File: src/sv/sha1hs_pkg.sv
// Shared types, constants and helpers for the byte-serial SHA-1 engine.
package sha1hs_pkg;

  // Default depth of the word queue between front and back
  localparam int unsigned QueueDepth = 4;

  // Sequencer end points
  localparam logic [6:0] LoadLast  = 7'd15;
  localparam logic [6:0] RoundLast = 7'd79;
  localparam logic [2:0] LastIdx   = 3'd4;

  // Padding marker byte
  localparam logic [7:0] PadByte = 8'h80;

  // Initial chaining vector
  localparam logic [31:0] Iv0 = 32'h67452301;
  localparam logic [31:0] Iv1 = 32'hEFCDAB89;
  localparam logic [31:0] Iv2 = 32'h98BADCFE;
  localparam logic [31:0] Iv3 = 32'h10325476;
  localparam logic [31:0] Iv4 = 32'hC3D2E1F0;

  // Round constants, one per group of twenty rounds
  localparam logic [31:0] K0 = 32'h5a827999;
  localparam logic [31:0] K1 = 32'h6ed9eba1;
  localparam logic [31:0] K2 = 32'h8f1bbcdc;
  localparam logic [31:0] K3 = 32'hca62c1d6;

  // One big-endian message word on its way to the compression engine
  typedef struct packed {
    logic [31:0] word;
    logic        last_blk;
  } q_entry_t;

  typedef enum logic {
    FS_ABSORB,
    FS_PAD
  } front_state_t;

  typedef enum logic [1:0] {
    BS_LOAD,
    BS_ROUND,
    BS_ADD,
    BS_EMIT
  } back_state_t;

  // Place a byte in its big-endian lane of a 32-bit word
  function automatic logic [31:0] lane_word(input logic [7:0] b, input logic [1:0] lane);
    logic [31:0] w;
    begin
      case (lane)
        2'd0:    w = {b, 24'h000000};
        2'd1:    w = {8'h00, b, 16'h0000};
        2'd2:    w = {16'h0000, b, 8'h00};
        default: w = {24'h000000, b};
      endcase
      return w;
    end
  endfunction

endpackage

File: src/sv/sha1hs_queue.sv
// Word queue with a registered head entry between the front and back parts.
module sha1hs_queue
  import sha1hs_pkg::*;
#(
  parameter int unsigned DEPTH = QueueDepth
) (
  input  logic     clk,
  input  logic     rst,
  input  logic     push,
  input  q_entry_t din,
  output logic     full,
  input  logic     pop,
  output q_entry_t head,
  output logic     head_valid
);

  localparam int unsigned PtrW = (DEPTH > 1) ? $clog2(DEPTH) : 1;
  localparam int unsigned CntW = $clog2(DEPTH + 1);
  localparam logic [PtrW-1:0] PtrLast = PtrW'(DEPTH - 1);
  localparam logic [CntW-1:0] CntFull = CntW'(DEPTH);

  q_entry_t        mem [DEPTH];
  logic [PtrW-1:0] wr_ptr;
  logic [PtrW-1:0] rd_ptr;
  logic [CntW-1:0] count;
  logic            wr_ok;
  logic            fill;

  assign full  = (count == CntFull);
  assign wr_ok = push && !full;
  assign fill  = (!head_valid || pop) && (count != '0);

  // Write storage
  always_ff @(posedge clk) begin
    if (wr_ok) begin
      mem[wr_ptr] <= din;
    end
  end

  // Refill head register
  always_ff @(posedge clk) begin
    if (fill) begin
      head <= mem[rd_ptr];
    end
  end

  // Advance pointers and occupancy
  always_ff @(posedge clk) begin
    if (rst) begin
      wr_ptr     <= '0;
      rd_ptr     <= '0;
      count      <= '0;
      head_valid <= 1'b0;
    end else begin
      if (wr_ok) begin
        wr_ptr <= (wr_ptr == PtrLast) ? '0 : wr_ptr + 1'b1;
      end
      if (fill) begin
        rd_ptr     <= (rd_ptr == PtrLast) ? '0 : rd_ptr + 1'b1;
        head_valid <= 1'b1;
      end else if (pop) begin
        head_valid <= 1'b0;
      end
      case ({wr_ok, fill})
        2'b10:   count <= count + 1'b1;
        2'b01:   count <= count - 1'b1;
        default: count <= count;
      endcase
    end
  end

endmodule

File: src/sv/sha1hs_front.sv
// Front part: packs message bytes into words, counts them, and generates padding.
module sha1hs_front
  import sha1hs_pkg::*;
(
  input  logic       clk,
  input  logic       rst,
  input  logic       in_valid,
  output logic       in_ready,
  input  logic [7:0] data_byte,
  input  logic       byte_present,
  input  logic       end_of_message,
  output logic       q_push,
  output q_entry_t   q_entry,
  input  logic       q_full
);

  front_state_t state;
  front_state_t state_next;
  logic [63:0]  byte_count;
  logic [31:0]  acc;
  logic [3:0]   widx;
  logic         first_word;
  logic         second_blk;

  logic [5:0]   pos;
  logic [1:0]   lane;
  logic [5:0]   pos_after;
  logic [31:0]  acc_eff;
  logic [31:0]  acc_new;
  logic [63:0]  bit_len;
  logic         take;
  logic         need_extra;
  logic         len_ok;
  logic [31:0]  pad_word;

  // Decode byte position and build candidate words
  always_comb begin
    pos        = byte_count[5:0];
    lane       = pos[1:0];
    pos_after  = pos + 6'(byte_present);
    acc_eff    = (lane == 2'd0) ? 32'h0 : acc;
    acc_new    = acc_eff | lane_word(data_byte, lane);
    take       = in_valid && in_ready;
    need_extra = (pos[5:3] == 3'd7);
    len_ok     = !need_extra || second_blk;
    bit_len    = {byte_count[60:0], 3'b000};
    if (first_word) begin
      pad_word = acc_eff | lane_word(PadByte, lane);
    end else if (len_ok && (widx == 4'd14)) begin
      pad_word = bit_len[63:32];
    end else if (len_ok && (widx == 4'd15)) begin
      pad_word = bit_len[31:0];
    end else begin
      pad_word = 32'h0;
    end
  end

  // Next state
  always_comb begin
    state_next = state;
    unique case (state)
      FS_ABSORB: begin
        if (take && end_of_message) begin
          state_next = FS_PAD;
        end
      end
      FS_PAD: begin
        if (q_push && (widx == 4'd15) && len_ok) begin
          state_next = FS_ABSORB;
        end
      end
      default: state_next = FS_ABSORB;
    endcase
  end

  // Handshake and queue outputs
  always_comb begin
    in_ready = 1'b0;
    q_push   = 1'b0;
    q_entry  = '{word: acc_new, last_blk: 1'b0};
    unique case (state)
      FS_ABSORB: begin
        in_ready = !q_full;
        q_push   = take && byte_present && (lane == 2'd3);
      end
      FS_PAD: begin
        q_push  = !q_full;
        q_entry = '{word: pad_word, last_blk: (widx == 4'd15) && len_ok};
      end
      default: begin
        in_ready = 1'b0;
      end
    endcase
  end

  // Hold partial word
  always_ff @(posedge clk) begin
    if ((state == FS_ABSORB) && take && byte_present) begin
      acc <= acc_new;
    end
  end

  // Advance counters and pad sequencer
  always_ff @(posedge clk) begin
    if (rst) begin
      state      <= FS_ABSORB;
      byte_count <= '0;
      widx       <= '0;
      first_word <= 1'b0;
      second_blk <= 1'b0;
    end else begin
      state <= state_next;
      if (state == FS_ABSORB) begin
        if (take && byte_present) begin
          byte_count <= byte_count + 64'd1;
        end
        if (take && end_of_message) begin
          widx       <= pos_after[5:2];
          first_word <= 1'b1;
          second_blk <= 1'b0;
        end
      end else if (q_push) begin
        first_word <= 1'b0;
        widx       <= widx + 4'd1;
        if (widx == 4'd15) begin
          if (len_ok) begin
            byte_count <= '0;
          end else begin
            second_blk <= 1'b1;
          end
        end
      end
    end
  end

endmodule

File: src/sv/sha1hs_back.sv
// Back part: loads a block of words, runs the 80 rounds, and emits the digest.
module sha1hs_back
  import sha1hs_pkg::*;
(
  input  logic        clk,
  input  logic        rst,
  input  q_entry_t    head,
  input  logic        head_valid,
  output logic        pop,
  output logic        out_valid,
  input  logic        out_ready,
  output logic [31:0] digest_word,
  output logic [2:0]  word_index,
  output logic        last_word
);

  back_state_t state;
  back_state_t state_next;
  logic [6:0]  rnd;
  logic [2:0]  emit_idx;
  logic [31:0] chain [5];
  logic [31:0] a, b, c, d, e;
  logic [31:0] sw [16];
  logic        last_blk;

  logic [31:0] f;
  logic [31:0] k;
  logic [31:0] tmp;
  logic [31:0] w_mix;
  logic [31:0] w_new;
  logic        out_load;
  logic        load_done;

  // Round function, constant and schedule expansion
  always_comb begin
    if (rnd < 7'd20) begin
      f = (b & c) | (~b & d);
      k = K0;
    end else if (rnd < 7'd40) begin
      f = b ^ c ^ d;
      k = K1;
    end else if (rnd < 7'd60) begin
      f = (b & c) | (b & d) | (c & d);
      k = K2;
    end else begin
      f = b ^ c ^ d;
      k = K3;
    end
    tmp   = {a[26:0], a[31:27]} + f + e + k + sw[0];
    w_mix = sw[13] ^ sw[8] ^ sw[2] ^ sw[0];
    w_new = {w_mix[30:0], w_mix[31]};
  end

  // Next state
  always_comb begin
    state_next = state;
    unique case (state)
      BS_LOAD:  if (load_done) state_next = BS_ROUND;
      BS_ROUND: if (rnd == RoundLast) state_next = BS_ADD;
      BS_ADD:   state_next = last_blk ? BS_EMIT : BS_LOAD;
      BS_EMIT:  if (out_load && (emit_idx == LastIdx)) state_next = BS_LOAD;
      default:  state_next = BS_LOAD;
    endcase
  end

  // Queue pop and output load strobes
  always_comb begin
    pop      = 1'b0;
    out_load = 1'b0;
    unique case (state)
      BS_LOAD: pop      = head_valid;
      BS_EMIT: out_load = !out_valid || out_ready;
      default: begin
        pop      = 1'b0;
        out_load = 1'b0;
      end
    endcase
  end

  assign load_done = pop && (rnd == LoadLast);

  // Shift schedule window
  always_ff @(posedge clk) begin
    if (pop || (state == BS_ROUND)) begin
      for (int i = 0; i < 15; i++) begin
        sw[i] <= sw[i+1];
      end
      sw[15] <= pop ? head.word : w_new;
    end
  end

  // Working variables and block tag
  always_ff @(posedge clk) begin
    if (load_done) begin
      a        <= chain[0];
      b        <= chain[1];
      c        <= chain[2];
      d        <= chain[3];
      e        <= chain[4];
      last_blk <= head.last_blk;
    end else if (state == BS_ROUND) begin
      a <= tmp;
      b <= a;
      c <= {b[1:0], b[31:2]};
      d <= c;
      e <= d;
    end
  end

  // Digest output register
  always_ff @(posedge clk) begin
    if (out_load) begin
      digest_word <= chain[emit_idx];
      word_index  <= emit_idx;
      last_word   <= (emit_idx == LastIdx);
    end
  end

  // Sequencer, chaining words and output valid
  always_ff @(posedge clk) begin
    if (rst) begin
      state     <= BS_LOAD;
      rnd       <= '0;
      emit_idx  <= '0;
      out_valid <= 1'b0;
      chain[0]  <= Iv0;
      chain[1]  <= Iv1;
      chain[2]  <= Iv2;
      chain[3]  <= Iv3;
      chain[4]  <= Iv4;
    end else begin
      state <= state_next;
      if (pop) begin
        rnd <= (rnd == LoadLast) ? '0 : rnd + 7'd1;
      end else if (state == BS_ROUND) begin
        rnd <= (rnd == RoundLast) ? '0 : rnd + 7'd1;
      end
      if (state == BS_ADD) begin
        chain[0] <= chain[0] + a;
        chain[1] <= chain[1] + b;
        chain[2] <= chain[2] + c;
        chain[3] <= chain[3] + d;
        chain[4] <= chain[4] + e;
      end
      if (out_load) begin
        out_valid <= 1'b1;
        emit_idx  <= (emit_idx == LastIdx) ? '0 : emit_idx + 3'd1;
        if (emit_idx == LastIdx) begin
          chain[0] <= Iv0;
          chain[1] <= Iv1;
          chain[2] <= Iv2;
          chain[3] <= Iv3;
          chain[4] <= Iv4;
        end
      end else if (out_ready) begin
        out_valid <= 1'b0;
      end
    end
  end

endmodule

File: src/sv/sha1_hash_stream.sv
// Top level of the byte-serial SHA-1 engine: front, word queue and back.
//
//   channel | handshake            | payload
//   --------+----------------------+---------------------------------------------
//   input   | in_valid / in_ready  | data_byte, byte_present, end_of_message
//   output  | out_valid / out_ready| digest_word, word_index, last_word
//
// The front takes one transaction per cycle while the word queue has room and no
// padding is being pushed. For each block the back loads 16 words, runs 80 rounds
// and does one chaining add. The queue and its head hold only five words, so most
// words of a streamed block arrive during the load, paced by the front's byte packing.
// Finishing holds off input while the front pushes one or two padded blocks into
// the queue; five digest transactions follow, one per cycle when out_ready is high.
// Reset is synchronous; no memory needs clearing.
// Input stalls while the queue is full or padding is pushed; output stalls
// backpressure the back.
module sha1_hash_stream
  import sha1hs_pkg::*;
#(
  parameter int unsigned QUEUE_DEPTH = QueueDepth
) (
  input  logic        clk,
  input  logic        rst,
  input  logic        in_valid,
  output logic        in_ready,
  input  logic [7:0]  data_byte,
  input  logic        byte_present,
  input  logic        end_of_message,
  output logic        out_valid,
  input  logic        out_ready,
  output logic [31:0] digest_word,
  output logic [2:0]  word_index,
  output logic        last_word
);

  logic     q_push;
  logic     q_full;
  q_entry_t q_in;
  q_entry_t q_head;
  logic     q_head_valid;
  logic     q_pop;

  sha1hs_front u_front (
    .clk            (clk),
    .rst            (rst),
    .in_valid       (in_valid),
    .in_ready       (in_ready),
    .data_byte      (data_byte),
    .byte_present   (byte_present),
    .end_of_message (end_of_message),
    .q_push         (q_push),
    .q_entry        (q_in),
    .q_full         (q_full)
  );

  sha1hs_queue #(
    .DEPTH (QUEUE_DEPTH)
  ) u_queue (
    .clk        (clk),
    .rst        (rst),
    .push       (q_push),
    .din        (q_in),
    .full       (q_full),
    .pop        (q_pop),
    .head       (q_head),
    .head_valid (q_head_valid)
  );

  sha1hs_back u_back (
    .clk         (clk),
    .rst         (rst),
    .head        (q_head),
    .head_valid  (q_head_valid),
    .pop         (q_pop),
    .out_valid   (out_valid),
    .out_ready   (out_ready),
    .digest_word (digest_word),
    .word_index  (word_index),
    .last_word   (last_word)
  );

  // Front never pushes into a full queue
  assert property (@(posedge clk) disable iff (rst) q_push |-> !q_full)
    else $error("word pushed into full queue");

  // Back never pops an empty head
  assert property (@(posedge clk) disable iff (rst) q_pop |-> q_head_valid)
    else $error("pop from empty queue head");

  // Last flag marks exactly the fifth digest word
  assert property (@(posedge clk) disable iff (rst)
    out_valid |-> (last_word == (word_index == LastIdx)))
    else $error("last_word does not match word_index");

  // Digest words follow one another without gaps
  assert property (@(posedge clk) disable iff (rst)
    (out_valid && out_ready && !last_word) |=>
      (out_valid && (word_index == $past(word_index) + 3'd1)))
    else $error("digest word sequence broken");

endmodule

File: config.mk
export PLATFORM = sky130hd
export DESIGN_NAME = sha1_hash_stream
export DESIGN_NICKNAME = d
export VERILOG_FILES = /design/src/sv/sha1hs_pkg.sv /design/src/sv/sha1hs_queue.sv /design/src/sv/sha1hs_front.sv /design/src/sv/sha1hs_back.sv /design/src/sv/sha1_hash_stream.sv
export SDC_FILE = /design/constraint.sdc
export NUM_CORES = 2
export LEC_CHECK = 0
export ABC_AREA = 1
export BUFFER_PORTS_ARGS = -buffer_cell sky130_fd_sc_hd__buf_4
export CAP_MARGIN = 30
export CORE_MARGIN = 2
export CORE_UTILIZATION = 35
export CTS_BUF_LIST = sky130_fd_sc_hd__clkbuf_16
export CTS_CLUSTER_DIAMETER = 100
export DETAILED_ROUTE_END_ITERATION = 8
export GPL_TIMING_DRIVEN = 0
export SLEW_MARGIN = 10
export SYNTH_ARGS = -nofsm -noshare
export SYNTH_HDL_FRONTEND = slang
export SYNTH_SLANG_ARGS = --single-unit
File: constraint.sdc
create_clock -name clk -period 13.5 [get_ports clk]
set_input_delay 0.675 -clock clk [delete_from_list [all_inputs] [get_ports clk]]
set_output_delay 0.675 -clock clk [all_outputs]
set_load 0.005 [all_outputs]
==> results_dict.tcl <==
set metrics [dict create \
    yosys-mux-area-fraction_pct 0 \
    cp_slowest_cell "nor2_1" \
    core-area_um2 171400 \
    clk_pin_slew_ns 0.06 \
    cts_setup_buffers 0 \
    cts_sinks 1155 \
    synth_fa_ha_area_share_pct 9.028 \
    drv_slew 0 \
    placed_area_um2 64220 \
    tns_ns 0 \
    sw_frac_of_total_pct 29.58 \
    hp-class "input pin to flip-flop" \
    grt_pass1_wl_mm 299.9 \
    pre_cts_slack_ns 6.552 \
    gp_congestion 1.006 \
    num_vias 46070 \
    setup_violations 0 \
    hold_ws_ns 0.2201 \
    vdd_drop_max_v 0.0001540 \
    required_ns 14.02 \
    r2r_slack_ns 6.40 \
    yosysTopAreaCell "edfxtp_1" \
    instances_no_fill 8681 \
    ys_ff_latch 1155 \
    vias_per_cell 5.307 \
    n_fill_cell 16680 \
    ios 52 \
    ant_nets 0 \
    cp_max_fo 10 \
    r2r_start "u_back.rnd[2]$_SDFFE_PP0P_" \
    finalCritPeriodShare_pct 52.58 \
    drive_above_1_share_pct 6.029 \
    ys_warn_count 0 \
    drt_iter0_markers 5144 \
    yosysUniqueCellTypes 54 \
    wl_per_cell_um 24.02 \
    seqPwrFrac_pct 48.5 \
    fin_skew_ns 0.05756 \
    grt_pass1_vias 44350 \
    final_area_um2 68590 \
    synth-seq-area-share_pct 56.05 \
    startpoint_type "flip-flop" \
    nNetsFinal 6640 \
    yosys.area_share.simple_pct 15.47 \
    synth_compound_area_share_pct 12.10 \
    synth_top_flop_cell "edfxtp_1" \
    synth_edf_count 1066 \
    worstSetupEndpointType "flip-flop" \
    synthMostInstantiatedCell "nand2_1" \
    areaGrowthSynthToFinish_pct 13.77 \
    dieArea_um2 175600 \
    powerDensity_nw_per_um2 150.6 \
    antenna_found_initial 8 \
    initial_utilization_pct 35.18 \
    period_needed_ns 7.099 \
    synthArstFlopShare_pct 0 \
    grtUsageTotal_pct 23.53 \
    avgSynthCellArea_um2 9.968 \
    syn_area_um2 60290 \
    synthCells 6048 \
    drc_errors 0 \
    rsz0062_at_grt "no" \
    port_buffers 50 \
    r2r_cells 26 \
    routed_wl_mm 208.5 \
    finalHoldViolCount 0 \
    max_cap_viol_count 0 \
    overflow 0 \
    register_area_um2 33790 \
    cts_hold_buf 0 \
    netlist_top_cells_area "edfxtp_1 53%, nand2_1 6.9%, ha_1 4.9%" \
    cts_buffers 134 \
    synthTopCellsByCount "1112 x nand2_1, 1066 x edfxtp_1, 701 x inv_1" \
    drt-pass1-iter-count 6 \
    grt_max_degree 130 \
    rows 152 \
    internal-power_mw 7.274 \
    h-tree-depth 4 \
    die_w_um 419.0 \
    cpMostUsedCell "nand2_1" \
    root_buffer "clkbuf_16" \
    power_switching_mw 3.055 \
    slowest_delay_ns 0.68 \
    min_from "out_ready" \
    dp_hpwl_mm 162.8 \
    placed_cells 8439 \
    slew_headroom_pct 28.11 \
    synth_top_family_by_area "simple AND/OR/NAND/NOR gates" \
    worst_pin_slew_ns 1.078 \
    fmax_ghz 0.1409 \
    clockBufferDepth 3 \
    cp.arrival_ns 7.62 \
    multi_input_area_um2 23210 \
    clk_latency_ns 0.83 \
    synth.net_count 6422 \
    crit_family "simple AND/OR/NAND/NOR gates" \
    power_frac_clock_pct 34.9 \
    critPathKind "flip-flop to flip-flop" \
    min_delay_path_depth 4 \
    hold_end "u_back.out_valid$_SDFFE_PP0P_" \
    crit_buf_inv 5 \
    status "finished clean" \
    post_cts_resized 0 \
    p_comb_share_pct 16.6 \
    synth_top_area_share_pct 53.10 \
    leakage_nw 25.57 \
    die_y_um 419.0 \
    tritoncts "built" \
    fin_ws_ns 6.401 \
    reg2reg_to "u_back.a[18]$_DFFE_PP_" \
    synth-xor-area-share_pct 1.787 \
]
## power by group through the flow
stage          registers, mW  clock network [mW]  logic [mW]
2_1_floorplan           5.27                   0        1.08
3_3_place_gp            5.45                   0        1.64
3_5_place_dp            5.08                   0        1.72
4_1_cts                 5.02                3.66        1.73
5_1_grt                 5.07                3.79        1.89
6_report                5.01                3.60        1.72
## area by class of cell
cell class              count  share of cell area [%]
multi-input cells        4018                   33.84
repair buffers             82                   1.430
diodes                      2                0.007297
clock inverters           105                   1.454
plain buffers             164                  0.9978
inverters                 711                   3.902
flip-flops and latches   1155                   49.27
well taps                2310                   4.214
clock buffers             134                   4.889
## kinds of logic (layout without fill, tap and decap cells)
family	Yosys count	count (layout)
AOI/OAI and AO/OA	1321	1321
xor gates and xnor gates	123	123
adders and majority gates	360	360
buffers and inverters	875	1196
DFF	1155	1155
other	0	2
and+or+nand+nor	2214	2214
## state kept, by name, indices dropped and copies added (netlist names), 33 cells and up
| register | count |
|---|---|
| u_back.sw | 512 |
| u_back.chain | 160 |
| u_queue.mem | 132 |
| u_front.byte_count | 61 |
| u_queue.head | 33 |
## worst reg2reg max path: cells and delay by family, from the launching register on
kind / cells / cell delay [ns]
simple gates: 15 / 3.28
fa+ha+maj: 4 / 1.92
compound gates: 2 / 0.54
flops: 1 / 0.29
buf+inv: 5 / 0.82
## placed cells by master, fill, tap and decap left out, types with 9 or more instances in the layout
cell	n
a21boi_0	17
a21o_1	25
a21oi_1	464
a31oi_1	67
buf_1	13
buf_16	12
buf_2	40
buf_4	52
buf_8	10
clkbuf_1	110
clkbuf_16	134
clkinv_1	27
clkinv_16	9
clkinv_2	16
dfxtp_1	89
edfxtp_1	1066
fa_1	125
ha_1	235
inv_1	727
inv_2	9
nand2_1	1111
nand3_1	291
nand3b_1	15
nand4_1	88
nor2_1	566
nor3_1	56
nor4_1	12
o211ai_1	52
o21a_1	43
o21ai_0	524
o21bai_1	48
o221ai_1	9
o22ai_1	54
or2_2	24
xnor2_1	103
xor2_1	20
## per-layer routing
| layer | routed length, µm | part of all wire [%] | vias to the layer above | track usage [%] |
|---|---|---|---|---|
| met3 | 14280 | 6.8 | 427 | 3.903 |
| li1 | - | - | 21400 | - |
| met2 | 93760 | 45 | 1857 | 36.99 |
| met1 | 87480 | 42 | 22390 | 30.80 |
| met4 | 13010 | 6.2 | 0 | 13.27 |
| met5 | 0 | 0 | - | 0 |
## worst max path at each step
stage / slack [ns] / endpoint / cells past startpoint / from
4_1_cts: 6.54 / u_back.a[31]$_DFFE_PP_ / 26 / u_back.rnd[2]$_SDFFE_PP0P_
2_1_floorplan: 1.24 / u_back.rnd[1]$_SDFFE_PP0P_ / 8 / u_back.state[1]$_SDFFE_PP0P_
3_5_place_dp: 6.55 / u_back.a[31]$_DFFE_PP_ / 26 / u_back.rnd[2]$_SDFFE_PP0P_
6_report: 6.40 / u_back.a[18]$_DFFE_PP_ / 26 / u_back.rnd[2]$_SDFFE_PP0P_
3_3_place_gp: -3.19 / u_back.rnd[1]$_SDFFE_PP0P_ / 8 / u_back.state[1]$_SDFFE_PP0P_
5_1_grt: 6.19 / u_back.a[31]$_DFFE_PP_ / 26 / u_back.rnd[2]$_SDFFE_PP0P_
## per-stage QoR
stage                     power (mW)  util, %
after floorplan                6.348        -
after global placement         7.086    37.09
after detailed placement       6.796    37.48
after CTS                      10.41    40.02
after global routing           10.75    40.03
final                          10.33    40.03
Note: power is estimated with default switching activity, not from simulation.
